--- config.mk ---
export PLATFORM = sky130hd
export DESIGN_NAME = neuron_mac_swish
export DESIGN_NICKNAME = d
export VERILOG_FILES = /design/src/rtl/nms_pkg.sv /design/src/rtl/nms_front.sv /design/src/rtl/nms_queue.sv /design/src/rtl/nms_back.sv /design/src/rtl/neuron_mac_swish.sv
export SDC_FILE = /design/constraint.sdc
export NUM_CORES = 2
export LEC_CHECK = 0
export BUFFER_PORTS_ARGS = -buffer_cell sky130_fd_sc_hd__buf_2
export CAP_MARGIN = 10
export CORE_MARGIN = 2
export CORE_UTILIZATION = 38
export CTS_BUF_LIST = sky130_fd_sc_hd__clkbuf_4
export DETAILED_ROUTE_END_ITERATION = 16
export SLEW_MARGIN = 20
export SYNTH_ARGS = -nofsm -noshare
export SYNTH_HDL_FRONTEND = slang
export SYNTH_HIERARCHICAL = 1
export SYNTH_SLANG_ARGS = --single-unit
--- constraint.sdc ---
create_clock -name i_clk -period 5.8 [get_ports i_clk]
set_input_delay 0.29 -clock i_clk [delete_from_list [all_inputs] [get_ports i_clk]]
set_output_delay 0.29 -clock i_clk [all_outputs]
set_load 0.05 [all_outputs]
--- src/rtl/nms_pkg.sv ---
// ----------------------------------------------------------------------------
// nms_pkg
// Shared widths, the transfer type and the sigmoid lookup table of the neuron.
// ----------------------------------------------------------------------------
`default_nettype none

package nms_pkg;

    localparam int ACT_W                 = 16;
    localparam int PROD_W                = 2 * ACT_W;
    localparam int ACC_W                 = 40;
    localparam int FRACTION_BITS         = 12;
    localparam int SIGMOID_TABLE_ENTRIES = 256;
    localparam int SIG_W                 = 16;
    localparam int IDX_W                 = $clog2(SIGMOID_TABLE_ENTRIES);
    localparam int NUM_W                 = $clog2(SIGMOID_TABLE_ENTRIES + 1);
    localparam int OFF_W                 = 2 * FRACTION_BITS + 4;
    localparam int QUEUE_DEPTH           = 2;
    localparam int SERIES_TERMS          = 24;

    typedef logic [SIG_W-1:0] t_sig_table [SIGMOID_TABLE_ENTRIES];

    typedef struct packed {
        logic                    valid;
        logic signed [ACC_W-1:0] sum;
    } t_sum_xfer;

    function automatic logic [63:0] f_term_div(input logic [63:0] mag, input int i);
        logic [63:0] res;
        case (i)
            2:       res = mag / 64'd2;
            3:       res = mag / 64'd3;
            4:       res = mag / 64'd4;
            5:       res = mag / 64'd5;
            6:       res = mag / 64'd6;
            7:       res = mag / 64'd7;
            8:       res = mag / 64'd8;
            9:       res = mag / 64'd9;
            10:      res = mag / 64'd10;
            11:      res = mag / 64'd11;
            12:      res = mag / 64'd12;
            13:      res = mag / 64'd13;
            14:      res = mag / 64'd14;
            15:      res = mag / 64'd15;
            16:      res = mag / 64'd16;
            17:      res = mag / 64'd17;
            18:      res = mag / 64'd18;
            19:      res = mag / 64'd19;
            20:      res = mag / 64'd20;
            21:      res = mag / 64'd21;
            22:      res = mag / 64'd22;
            23:      res = mag / 64'd23;
            24:      res = mag / 64'd24;
            default: res = mag;
        endcase
        return res;
    endfunction

    // sigmoid at bin midpoints over -8..8, exp series in q30
    function automatic t_sig_table f_build_sig_table();
        t_sig_table        tab;
        logic signed [63:0] x;
        logic signed [63:0] esum;
        logic [63:0]       t;
        logic [63:0]       s;
        logic [63:0]       mag;
        logic [63:0]       e;
        logic [63:0]       den;
        logic [63:0]       num;
        logic [63:0]       q;
        int                k;
        int                i;
        int                b;
        for (k = 0; k < SIGMOID_TABLE_ENTRIES; k++) begin
            x = ((64'sd2 * k + 64'sd1) * (64'sd8 <<< 30)) / SIGMOID_TABLE_ENTRIES
                - (64'sd8 <<< 30);
            t = (x < 0) ? -x : x;
            s = t >> 3;
            mag  = 64'd1 << 30;
            esum = 64'sd1 <<< 30;
            for (i = 1; i <= SERIES_TERMS; i++) begin
                mag = (mag * s) >> 30;
                mag = f_term_div(mag, i);
                if (i % 2 == 1) begin
                    esum = esum - $signed(mag);
                end else begin
                    esum = esum + $signed(mag);
                end
            end
            if (esum < 0) begin
                esum = 64'sd0;
            end
            e = esum;
            for (i = 0; i < 3; i++) begin
                e = (e * e) >> 30;
            end
            den = (64'd1 << 30) + e;
            if (x >= 0) begin
                num = 64'd1 << (FRACTION_BITS + 30);
            end else begin
                num = e << FRACTION_BITS;
            end
            num = num + (den >> 1);
            q   = 64'd0;
            for (b = FRACTION_BITS; b >= 0; b--) begin
                if (num >= (den << b)) begin
                    num  = num - (den << b);
                    q[b] = 1'b1;
                end
            end
            tab[k] = q[SIG_W-1:0];
        end
        return tab;
    endfunction

    localparam t_sig_table SIG_TABLE = f_build_sig_table();

endpackage

`default_nettype wire

--- src/rtl/nms_front.sv ---
// ----------------------------------------------------------------------------
// nms_front
// Multiply stage and accumulator; hands finished sums to the queue.
// ----------------------------------------------------------------------------
`default_nettype none

module nms_front (
    input  wire logic                             i_clk,
    input  wire logic                             i_rst_n,
    input  wire logic signed [nms_pkg::ACT_W-1:0] i_activation,
    input  wire logic signed [nms_pkg::ACT_W-1:0] i_weight,
    input  wire logic                             i_last_term,
    input  wire logic                             i_valid,
    output logic                                  o_ready,
    input  wire logic                             i_full,
    output nms_pkg::t_sum_xfer                    o_push
);

    logic                              r_s1_valid;
    logic                              r_s1_last;
    logic signed [nms_pkg::PROD_W-1:0] r_s1_prod;
    logic signed [nms_pkg::ACC_W-1:0]  r_acc;
    logic signed [nms_pkg::ACC_W-1:0]  acc_sum;
    logic                              s1_adv;

    assign s1_adv  = r_s1_valid && (!r_s1_last || !i_full);
    assign o_ready = !r_s1_valid || s1_adv;
    assign acc_sum = r_acc + nms_pkg::ACC_W'(r_s1_prod);

    assign o_push.valid = s1_adv && r_s1_last;
    assign o_push.sum   = acc_sum;

    always_ff @(posedge i_clk) begin
        if (!i_rst_n) begin
            r_s1_valid <= 1'b0;
            r_acc      <= '0;
        end else begin
            if (o_ready) begin
                r_s1_valid <= i_valid;
            end
            if (s1_adv) begin
                r_acc <= r_s1_last ? '0 : acc_sum;
            end
        end
    end

    always_ff @(posedge i_clk) begin
        if (o_ready && i_valid) begin
            r_s1_prod <= i_activation * i_weight;
            r_s1_last <= i_last_term;
        end
    end

endmodule

`default_nettype wire

--- src/rtl/nms_queue.sv ---
// ----------------------------------------------------------------------------
// nms_queue
// Short queue of finished sums between accumulator and activation unit.
// ----------------------------------------------------------------------------
`default_nettype none

module nms_queue (
    input  wire logic               i_clk,
    input  wire logic               i_rst_n,
    input  wire nms_pkg::t_sum_xfer i_push,
    output logic                    o_full,
    output nms_pkg::t_sum_xfer      o_head,
    input  wire logic               i_pop
);

    localparam int PTR_W = (nms_pkg::QUEUE_DEPTH > 1) ? $clog2(nms_pkg::QUEUE_DEPTH) : 1;
    localparam int CNT_W = $clog2(nms_pkg::QUEUE_DEPTH + 1);
    localparam logic [PTR_W-1:0] PTR_LAST = PTR_W'(nms_pkg::QUEUE_DEPTH - 1);
    localparam logic [CNT_W-1:0] CNT_FULL = CNT_W'(nms_pkg::QUEUE_DEPTH);

    logic signed [nms_pkg::ACC_W-1:0] r_mem [nms_pkg::QUEUE_DEPTH];
    logic [PTR_W-1:0]                 r_wr_ptr;
    logic [PTR_W-1:0]                 r_rd_ptr;
    logic [CNT_W-1:0]                 r_count;
    logic                             do_push;
    logic                             do_pop;

    assign o_full       = (r_count == CNT_FULL);
    assign o_head.valid = (r_count != '0);
    assign o_head.sum   = r_mem[r_rd_ptr];
    assign do_push      = i_push.valid && !o_full;
    assign do_pop       = i_pop && o_head.valid;

    always_ff @(posedge i_clk) begin
        if (!i_rst_n) begin
            r_wr_ptr <= '0;
            r_rd_ptr <= '0;
            r_count  <= '0;
        end else begin
            if (do_push) begin
                r_wr_ptr <= (r_wr_ptr == PTR_LAST) ? '0 : r_wr_ptr + 1'b1;
            end
            if (do_pop) begin
                r_rd_ptr <= (r_rd_ptr == PTR_LAST) ? '0 : r_rd_ptr + 1'b1;
            end
            if (do_push && !do_pop) begin
                r_count <= r_count + 1'b1;
            end else if (do_pop && !do_push) begin
                r_count <= r_count - 1'b1;
            end
        end
    end

    always_ff @(posedge i_clk) begin
        if (do_push) begin
            r_mem[r_wr_ptr] <= i_push.sum;
        end
    end

endmodule

`default_nettype wire

--- src/rtl/nms_back.sv ---
// ----------------------------------------------------------------------------
// nms_back
// Swish activation sequencer: table lookup, multiply, round and saturate.
// ----------------------------------------------------------------------------
`default_nettype none

module nms_back (
    input  wire logic                        i_clk,
    input  wire logic                        i_rst_n,
    input  wire nms_pkg::t_sum_xfer          i_head,
    output logic                             o_pop,
    output logic [nms_pkg::ACT_W-1:0]        o_neuron_output,
    output logic                             o_valid,
    input  wire logic                        i_ready
);

    localparam int F2    = 2 * nms_pkg::FRACTION_BITS;
    localparam int P_W   = nms_pkg::ACC_W + nms_pkg::SIG_W + 1;
    localparam int RES_W = P_W - F2;
    localparam int MUL_W = nms_pkg::OFF_W + nms_pkg::NUM_W;

    localparam logic signed [nms_pkg::ACC_W-1:0] SUM_LIM =
        nms_pkg::ACC_W'(64'd8 << F2);
    localparam logic [nms_pkg::NUM_W-1:0] TABLE_MULT =
        nms_pkg::NUM_W'(nms_pkg::SIGMOID_TABLE_ENTRIES);
    localparam logic signed [nms_pkg::SIG_W:0] SIG_ONE =
        (nms_pkg::SIG_W + 1)'(64'd1 << nms_pkg::FRACTION_BITS);
    localparam logic signed [P_W-1:0] ROUND_C = P_W'(64'd1 << (F2 - 1));
    localparam logic signed [RES_W-1:0] OUT_MAX = RES_W'(2 ** (nms_pkg::ACT_W - 1) - 1);
    localparam logic signed [RES_W-1:0] OUT_MIN = ~OUT_MAX;

    typedef enum logic [2:0] {
        ST_IDLE,
        ST_RANGE,
        ST_INDEX,
        ST_LOOKUP,
        ST_MUL,
        ST_ROUND
    } t_state;

    t_state                           r_state;
    logic signed [nms_pkg::ACC_W-1:0] r_sum;
    logic                             r_below;
    logic                             r_above;
    logic [nms_pkg::OFF_W-1:0]        r_off;
    logic [MUL_W-1:0]                 r_idx_prod;
    logic signed [nms_pkg::SIG_W:0]   r_sig;
    logic signed [P_W-1:0]            r_p;
    logic                             r_valid;
    logic [nms_pkg::ACT_W-1:0]        r_out;

    logic signed [nms_pkg::ACC_W-1:0] sum_off;
    logic [nms_pkg::IDX_W-1:0]        idx;
    logic signed [P_W-1:0]            prod;
    logic signed [RES_W-1:0]          rnd;
    logic [nms_pkg::ACT_W-1:0]        sat;

    assign o_pop           = (r_state == ST_IDLE) && i_head.valid;
    assign o_valid         = r_valid;
    assign o_neuron_output = r_out;

    assign sum_off = r_sum + SUM_LIM;
    assign idx     = r_idx_prod[nms_pkg::OFF_W +: nms_pkg::IDX_W];
    assign prod    = r_sum * r_sig;
    assign rnd     = r_p[P_W-1:F2];

    always_comb begin
        if (rnd > OUT_MAX) begin
            sat = OUT_MAX[nms_pkg::ACT_W-1:0];
        end else if (rnd < OUT_MIN) begin
            sat = OUT_MIN[nms_pkg::ACT_W-1:0];
        end else begin
            sat = rnd[nms_pkg::ACT_W-1:0];
        end
    end

    always_ff @(posedge i_clk) begin
        if (!i_rst_n) begin
            r_state <= ST_IDLE;
            r_valid <= 1'b0;
        end else begin
            if (r_valid && i_ready && (r_state != ST_ROUND)) begin
                r_valid <= 1'b0;
            end
            case (r_state)
                ST_IDLE: begin
                    if (i_head.valid) begin
                        r_sum   <= i_head.sum;
                        r_state <= ST_RANGE;
                    end
                end
                ST_RANGE: begin
                    r_below <= (r_sum < -SUM_LIM);
                    r_above <= (r_sum >= SUM_LIM);
                    r_off   <= sum_off[nms_pkg::OFF_W-1:0];
                    r_state <= ST_INDEX;
                end
                ST_INDEX: begin
                    r_idx_prod <= r_off * TABLE_MULT;
                    r_state    <= ST_LOOKUP;
                end
                ST_LOOKUP: begin
                    if (r_below) begin
                        r_sig <= '0;
                    end else if (r_above) begin
                        r_sig <= SIG_ONE;
                    end else begin
                        r_sig <= {1'b0, nms_pkg::SIG_TABLE[idx]};
                    end
                    r_state <= ST_MUL;
                end
                ST_MUL: begin
                    r_p     <= prod + ROUND_C;
                    r_state <= ST_ROUND;
                end
                ST_ROUND: begin
                    if (!r_valid || i_ready) begin
                        r_out   <= sat;
                        r_valid <= 1'b1;
                        r_state <= ST_IDLE;
                    end
                end
                default: begin
                    r_state <= ST_IDLE;
                end
            endcase
        end
    end

endmodule

`default_nettype wire

--- src/rtl/neuron_mac_swish.sv ---
// ----------------------------------------------------------------------------
// neuron_mac_swish
// Dense neuron: multiply-accumulate of Q4.12 terms, swish on the last term.
// Accepts one term per cycle while the sum queue has room.
// A result is valid after its sum leaves the queue and passes RANGE, INDEX,
// LOOKUP, MUL and ROUND; the next sum is taken only back in IDLE, so neurons
// shorter than 6 terms stall input once the 2-entry sum queue fills.
// Synchronous reset clears the accumulator, the queue and all valid flags.
// ----------------------------------------------------------------------------
`default_nettype none

module neuron_mac_swish (
    input  wire logic                             i_clk,
    input  wire logic                             i_rst_n,
    input  wire logic signed [nms_pkg::ACT_W-1:0] i_activation,
    input  wire logic signed [nms_pkg::ACT_W-1:0] i_weight,
    input  wire logic                             i_last_term,
    input  wire logic                             i_valid,
    output logic                                  o_ready,
    output logic signed [nms_pkg::ACT_W-1:0]      o_neuron_output,
    output logic                                  o_valid,
    input  wire logic                             i_ready
);

    nms_pkg::t_sum_xfer        push;
    nms_pkg::t_sum_xfer        head;
    logic                      full;
    logic                      pop;
    logic [nms_pkg::ACT_W-1:0] out_bits;

    nms_front u_front (
        .i_clk        (i_clk),
        .i_rst_n      (i_rst_n),
        .i_activation (i_activation),
        .i_weight     (i_weight),
        .i_last_term  (i_last_term),
        .i_valid      (i_valid),
        .o_ready      (o_ready),
        .i_full       (full),
        .o_push       (push)
    );

    nms_queue u_queue (
        .i_clk   (i_clk),
        .i_rst_n (i_rst_n),
        .i_push  (push),
        .o_full  (full),
        .o_head  (head),
        .i_pop   (pop)
    );

    nms_back u_back (
        .i_clk           (i_clk),
        .i_rst_n         (i_rst_n),
        .i_head          (head),
        .o_pop           (pop),
        .o_neuron_output (out_bits),
        .o_valid         (o_valid),
        .i_ready         (i_ready)
    );

    assign o_neuron_output = $signed(out_bits);

endmodule

`default_nettype wire

== Yosys cells after proc, flatten, opt, wreduce, memory -nomap -nowiden ==
Memories as Yosys holds them, arrays and structs flattened. A register that Yosys moved wholly into a read port is not among the register bits.
Index checks and enable logic that the tools add are counted.

* Multiplexer cells: 17
* Order comparisons: 5
* Multiply operators: 2
* $add $sub $neg: 7
* Bitwise gates (word level): 1
* Eq/ne operators: 9
* Reductions and logical operators: 30

{| class="wikitable"
|+ Operators with widths
! operator !! number
|-
| 57-bit by 25-bit adder with 57-bit output (second input constant) || 1
|-
| 40-bit by 17-bit multiplier with 57-bit output || 1
|-
| 16-bit 2-to-1 mux || 3
|-
| 40-bit by 32-bit adder with 40-bit output || 1
|-
| 40-bit by 29-bit >= comparator with 1-bit output (second input constant) || 1
|-
| 40-bit by 28-bit less-than comparator with 1-bit output (second input constant) || 1
|-
| 40-bit 2-to-1 mux || 1
|-
| 33-bit by 16-bit > comparator with 1-bit output (second input constant) || 1
|-
| 33-bit by 16-bit less-than comparator with 1-bit output (second input constant) || 1
|-
| 16-bit by 16-bit multiplier with 32-bit output || 1
|-
| 28-bit adder (second input constant) || 1
|-
| 3-bit one-hot mux with 6 select lines || 1
|-
| 13-bit 2-to-1 mux || 1
|-
| 1-bit logical AND || 10
|-
| 2-bit AND reduction || 5
|-
| 9-bit >= comparator (second input constant) || 1
|-
| 8-bit NOT with 9-bit output || 1
|-
| 1-bit 2-to-1 mux || 7
|-
| 3-bit by 2-bit equality test with 1-bit output (second input constant) || 2
|-
| 3-bit equality test (second input constant) || 2
|-
| 1-bit logical NOT || 6
|-
| 3-bit 2-to-1 mux || 2
|-
| 3-bit AND reduction || 2
|-
| 2-bit 2-to-1 mux || 2
|-
| 11 further kinds || 16
|}

* Input port bits: 37
* Bits in read-only memories: 4,096
* Bits in registers: 229
* RAM bits: 80
* Word-level logic and storage cells: 90
* Memories: 2
* Output and inout port bits: 18

{| class="wikitable"
|+ Memories
! memory !! words !! width !! rd ports !! clocked after Yosys merged registers in !! write ports !! RTL line !! RTL
|-
| (name not given) || 256 || 16 || 1 || 0 || 0 || nms_back.sv:108 || <nowiki>r_sig <= {1'b0, nms_pkg::SIG_TABLE[idx]};</nowiki>
|-
| u_queue.r_mem || 2 || 40 || 1 || 1 || 1 || nms_queue.sv:21 || <nowiki>logic signed [nms_pkg::ACC_W-1:0] r_mem [nms_pkg::QUEUE_DEPTH];</nowiki>
|}

== Longest topological paths before layout ==
* Word-level depth: 10
* Mapped depth: 24

== Cells and area by module ==
The synthesis kept the hierarchy.

{| class="wikitable"
|+ By module, submodules not included
! module !! cells each !! sequential area each (sq um) !! area each (sq um) !! instances
|-
| nms_back || 2,948 || 3,683.5 || 26,407.8 || 1
|-
| nms_front || 1,503 || 1,811.7 || 14,117.3 || 1
|-
| nms_queue || 149 || 2,502.4 || 3,109.2 || 1
|}

== Worst setup path after synthesis ==
OpenSTA, ideal clock, no wires.

* Path kind: register to register
* Start point: register u_back/r_sig[2] (netlist bit)
* End point: register u_back.r_p[56] (data pin)
* Clock period less this slack: 6.375 ns
* Path slack: -0.575 ns
* Stages on the path, launching flop included: 21
* Arrival: 6.109 ns
* Cells stage by stage: edfxtp_1 -> clkbuf_1 -> clkbuf_1 -> nand2_1 -> fa_1 -> inv_1 -> fa_1 -> fa_1 -> fa_1 -> fa_1 -> inv_1 -> fa_1 -> inv_1 -> ha_1 -> nand4_1 -> o21ai_0 -> nor2_1 -> o21a_1 -> a21oi_1 -> o41ai_1 -> xnor2_1

* Cells in the longest elaborated chain, start to end: 2

{| class="wikitable"
|+ Ends and longest elaborated chain
! item !! RTL line !! RTL
|-
| start: declaration || nms_back.sv:47 || <nowiki>logic signed [nms_pkg::SIG_W:0] r_sig;</nowiki>
|-
| start signal: assignment || nms_back.sv:108 ||
|-
| 40-bit by 17-bit multiplier with 57-bit output || nms_back.sv:64 || <nowiki>assign prod = r_sum * r_sig;</nowiki>
|-
| 57-bit by 25-bit adder with 57-bit output || nms_back.sv:113 || <nowiki>r_p <= prod + ROUND_C;</nowiki>
|-
| end signal: assignment || nms_back.sv:113 ||
|-
| end: declaration || nms_back.sv:48 || <nowiki>logic signed [P_W-1:0] r_p;</nowiki>
|}

No other way between the ends.
A chain may end at the register's enable or synchronous reset.

== Worst setup path in the final report ==
* Start point: register u_back/r_sum[20] (netlist bit), read port of u_queue.r_mem
* End point: register u_back.r_p[51] (data pin)

* Cells in the longest elaborated chain, start to end: 2

{| class="wikitable"
|+ Ends and longest elaborated chain
! item !! RTL line !! RTL
|-
| start: declaration || nms_back.sv:42 || <nowiki>logic signed [nms_pkg::ACC_W-1:0] r_sum;</nowiki>
|-
| 40-bit by 17-bit multiplier with 57-bit output || nms_back.sv:64 ||
|-
| 57-bit by 25-bit adder with 57-bit output || nms_back.sv:113 ||
|}

No other way between the ends.

==> summary.md <==
| Metric | Value |
|---|---|
| Synthesized flop and latch total | `about 280` |
| Final GP Congestion | `between 0.9 and 1` |
| Avg Cell Area, Syn | `9.486 um2` |
| CTS clock-pin slew for the worst setup and hold paths | `~0.07 ns` |
| Synth top area cells | `fa_1, edfxtp_1, ha_1, inv_1, and2_1` |
| FF-to-FF Start | `u_back/r_sum[20]` |
| Layout area overhead | `15.25%` |
| DRT iter0 DRCs | `~1600` |
| Final slew viol count | `0` |
| CP startpoint | `u_back/r_sum[20]` |
| Layout cells sized above 1 | `0.1631` |
| WP data arrival | `approximately 7 ns` |
| CTS max path bufs | `3` |
| Hpwl dp | `between 80 and 90 mm` |
| Worst-Margin Slew | `about 1 ns` |
| Syn_nets | `between 5000 and 6000` |
| Num Clock Sinks | `between 200 and 300` |
| Post-synth top flop | `edfxtp_1` |
| Vias in the first global route | `~33000` |
| # fillers | `approximately 11000` |
| CTS tree | `done` |
| H-tree levels | `3` |
| Hold Fails Final Rpt | `0` |
| Routed Antenna Nets | `0` |
| Simple-Gate Fraction of Synth Area | `0.1462` |
| Failing checks | `negative setup slack` |
| Ports | `55` |
| Placed inst area | `just under 0.05 mm2` |
| Storage cell area | `between 0.007 and 0.008 mm2` |
| Mux cell area share after synthesis | `0.01394` |
| Post-synth ARST share | `0` |
| CP Max Fanout | `5` |
| Count of input and output buffers | `54` |
| Final setup vio count | `30` |
| Synth Area in XOR/XNOR | `0.02248` |
| Post-synth EDFFs | `approximately 230` |
| Worst clock skew | `0.1005 ns` |
| Mapped Cells | `between 4000 and 5000` |
| Drc violations | `0` |
| Rel. slew slack | `0.3148` |
| GR Overflow Total | `0` |
| Starting Density | `0.3821` |
| Min-delay src | `i_rst_n` |
| Via Count | `31370` |
| Drt pass-1 iters | `5` |
| Final Core Density | `0.4404` |
| Final period utilization | `1.088` |
| Pin count of the biggest net entering global routing | `between 90 and 100` |
| Most common cell after layout, fill and taps aside | `inv_1` |
| Core footprint | `roughly 0.11 mm2` |
| Final instance area | `0.05029 mm2` |
| Leading area contributor after synthesis | `fa_1` |
| # rows | `approximately 120` |
| Sequential share of the synthesized area | `0.1833` |
| Clock Latency Late Sink | `0.82 ns` |
| First-pass GRT wire length | `170.2 mm` |
| Commonest non-fill, non-tap cells in the layout | `inv_1, fa_1, and2_1` |
| Max Clk Rate | `about 160 MHz` |
| Min Tclk post-route | `6.313 ns` |
| Routed len/inst | `around 16 um` |
| Crit Path Category | `reg2reg` |
| CTS buffer count | `75` |
| Yosys warnings | `6` |
| CP startpoint kind | `register` |
| Netlist cell types | `between 80 and 90` |
| Number of max-cap violations | `0` |
| Unrepaired setup endpoints after global routing | `true` |
| Final net count | `between 6000 and 7000` |
| Compound-Gate Fraction of Synth Area | `0.08872` |
| Final wirelength | `roughly 100 mm` |
| Fin Hold WS | `0.09815 ns` |
| Yosys top cell area share | `0.3377` |
| Hold Crit Class | `in2reg` |
| CP required | `around 6.3 ns` |
| Tot GR Track Use | `0.1769` |
| DIE AREA | `0.1176 mm2` |
| Status | `finished with violations` |
| Place WS | `-0.6375 ns` |
| Antenna violations before repair | `2` |
| Final Worst Setup Slack | `-0.5130 ns` |
| Cell Area, Synth | `0.04363 mm2` |
| Clk root buf | `clkbuf_4` |
| Register-to-register setup slack | `-0.51 ns` |
| Multi-input gate area | `roughly 0.031 mm2` |
| Die height | `roughly 340 um` |
| Die W | `around 340 um` |
| Setup crit end kind | `register` |
| DR vias/cell | `4.802` |
| Largest family of logic cells by synthesized area | `adder cells` |
| Synth Area in Adders | `0.4357` |
==> timing repair <==
item,in CTS,in global routing
hold buffers,3,0
resized for setup,38,46
buffers inserted,21,11
gates cloned,0,1
endpoints found under the setup margin,29,32
pin swaps,13,27
endpoints found under the hold margin,3,0
==> per-layer routing <==
metal | up-vias | routed length [um] | track usage
met3 | 105 | 4591 | 0.02405
met1 | 15510 | 49160 | 0.2539
met5 | - | 0 | 0
met2 | 665 | 46980 | 0.2869
li1 | 15100 | - | -
met4 | 0 | 1532 | 0.03439
==> stage by stage <==
step                instances  setup TNS [ns]
finish                   6534          -9.225
global route             6534          -15.73
CTS                      6523          -8.271
detailed placement       6365          -14.15
global placement         6365          -12.15
floorplan                4600          -1.678
==> state kept, by name, indices dropped and copies added, names as in the netlist, 2 cells and up, named ones only <==
signal                  flops
u_back/r_sig               13
u_back/r_idx_prod           8
u_back/r_sum               40
u_back/r_state              3
u_back/r_p                 33
u_queue/r_count             2
u_front/r_acc              40
u_back/r_off                8
u_front/r_s1_prod          32
u_back/o_neuron_output     16
u_queue/r_mem              80
==> cell usage after synthesis, drive strengths merged (18+ instances only) <==
master and count:
and2 514, inv 1057, nor2b 32, o21ai 112
ha 342, nor2 151, nand4 31, clkbuf 188
nand2 390, dfxtp 50, o21bai 18, xor2 33
a211oi 37, a22oi 23, o211ai 19, fa 736
mux2 42, xnor2 79, nor3 26, a31oi 24
nand3 28, a21o 46, buf 24, edfxtp 233
a22o 18, a21oi 152
==> critical path, stage by stage (launching register included) <==
cell and delay, ns:
edfxtp_1 0.46, buf_6 0.17, and2_1 0.14, fa_1 0.49, inv_1 0.06, fa_1 0.50
fa_1 0.54, inv_1 0.06, fa_1 0.48, fa_1 0.54, inv_1 0.05, fa_1 0.49
inv_2 0.05, ha_4 0.29, nand2_4 0.07, nor4_4 0.34, nand3_2 0.19, a2111oi_4 0.32
buf_4 0.21, nor2_2 0.07, o31ai_4 0.23, a41oi_2 0.14, xnor2_1 0.14
==> area by class of cell <==
class / instances / area share
diodes: 1 / 0.00004976
flip-flops and latches: 283 / 0.1590
multi-input cells: 3048 / 0.6263
well taps: 1512 / 0.03762
inverters: 1057 / 0.07889
clock buffers: 100 / 0.01493
clock inverters: 34 / 0.006170
repair buffers: 499 / 0.07705
==> logic make-up after synthesis <==
kind of cell / count (synthesis)
AO/OA/AOI/OAI: 571
XOR/XNOR: 112
adder cells (fa/ha/maj): 1078
buffers and inverters: 1269
flip-flops: 283
multiplexers: 48
AND/OR/NAND/NOR: 1239
==> final timing paths <==
check	to	cells past startpoint
min reg2reg	u_back/r_idx_prod[34]	0
max reg2reg	u_back/r_p[51]	22
min	u_back/r_state[0]	2
max	u_back/r_p[51]	22
Power is not shown: default switching activity piles up to over one toggle a cycle in this logic, so the estimate is an artifact.
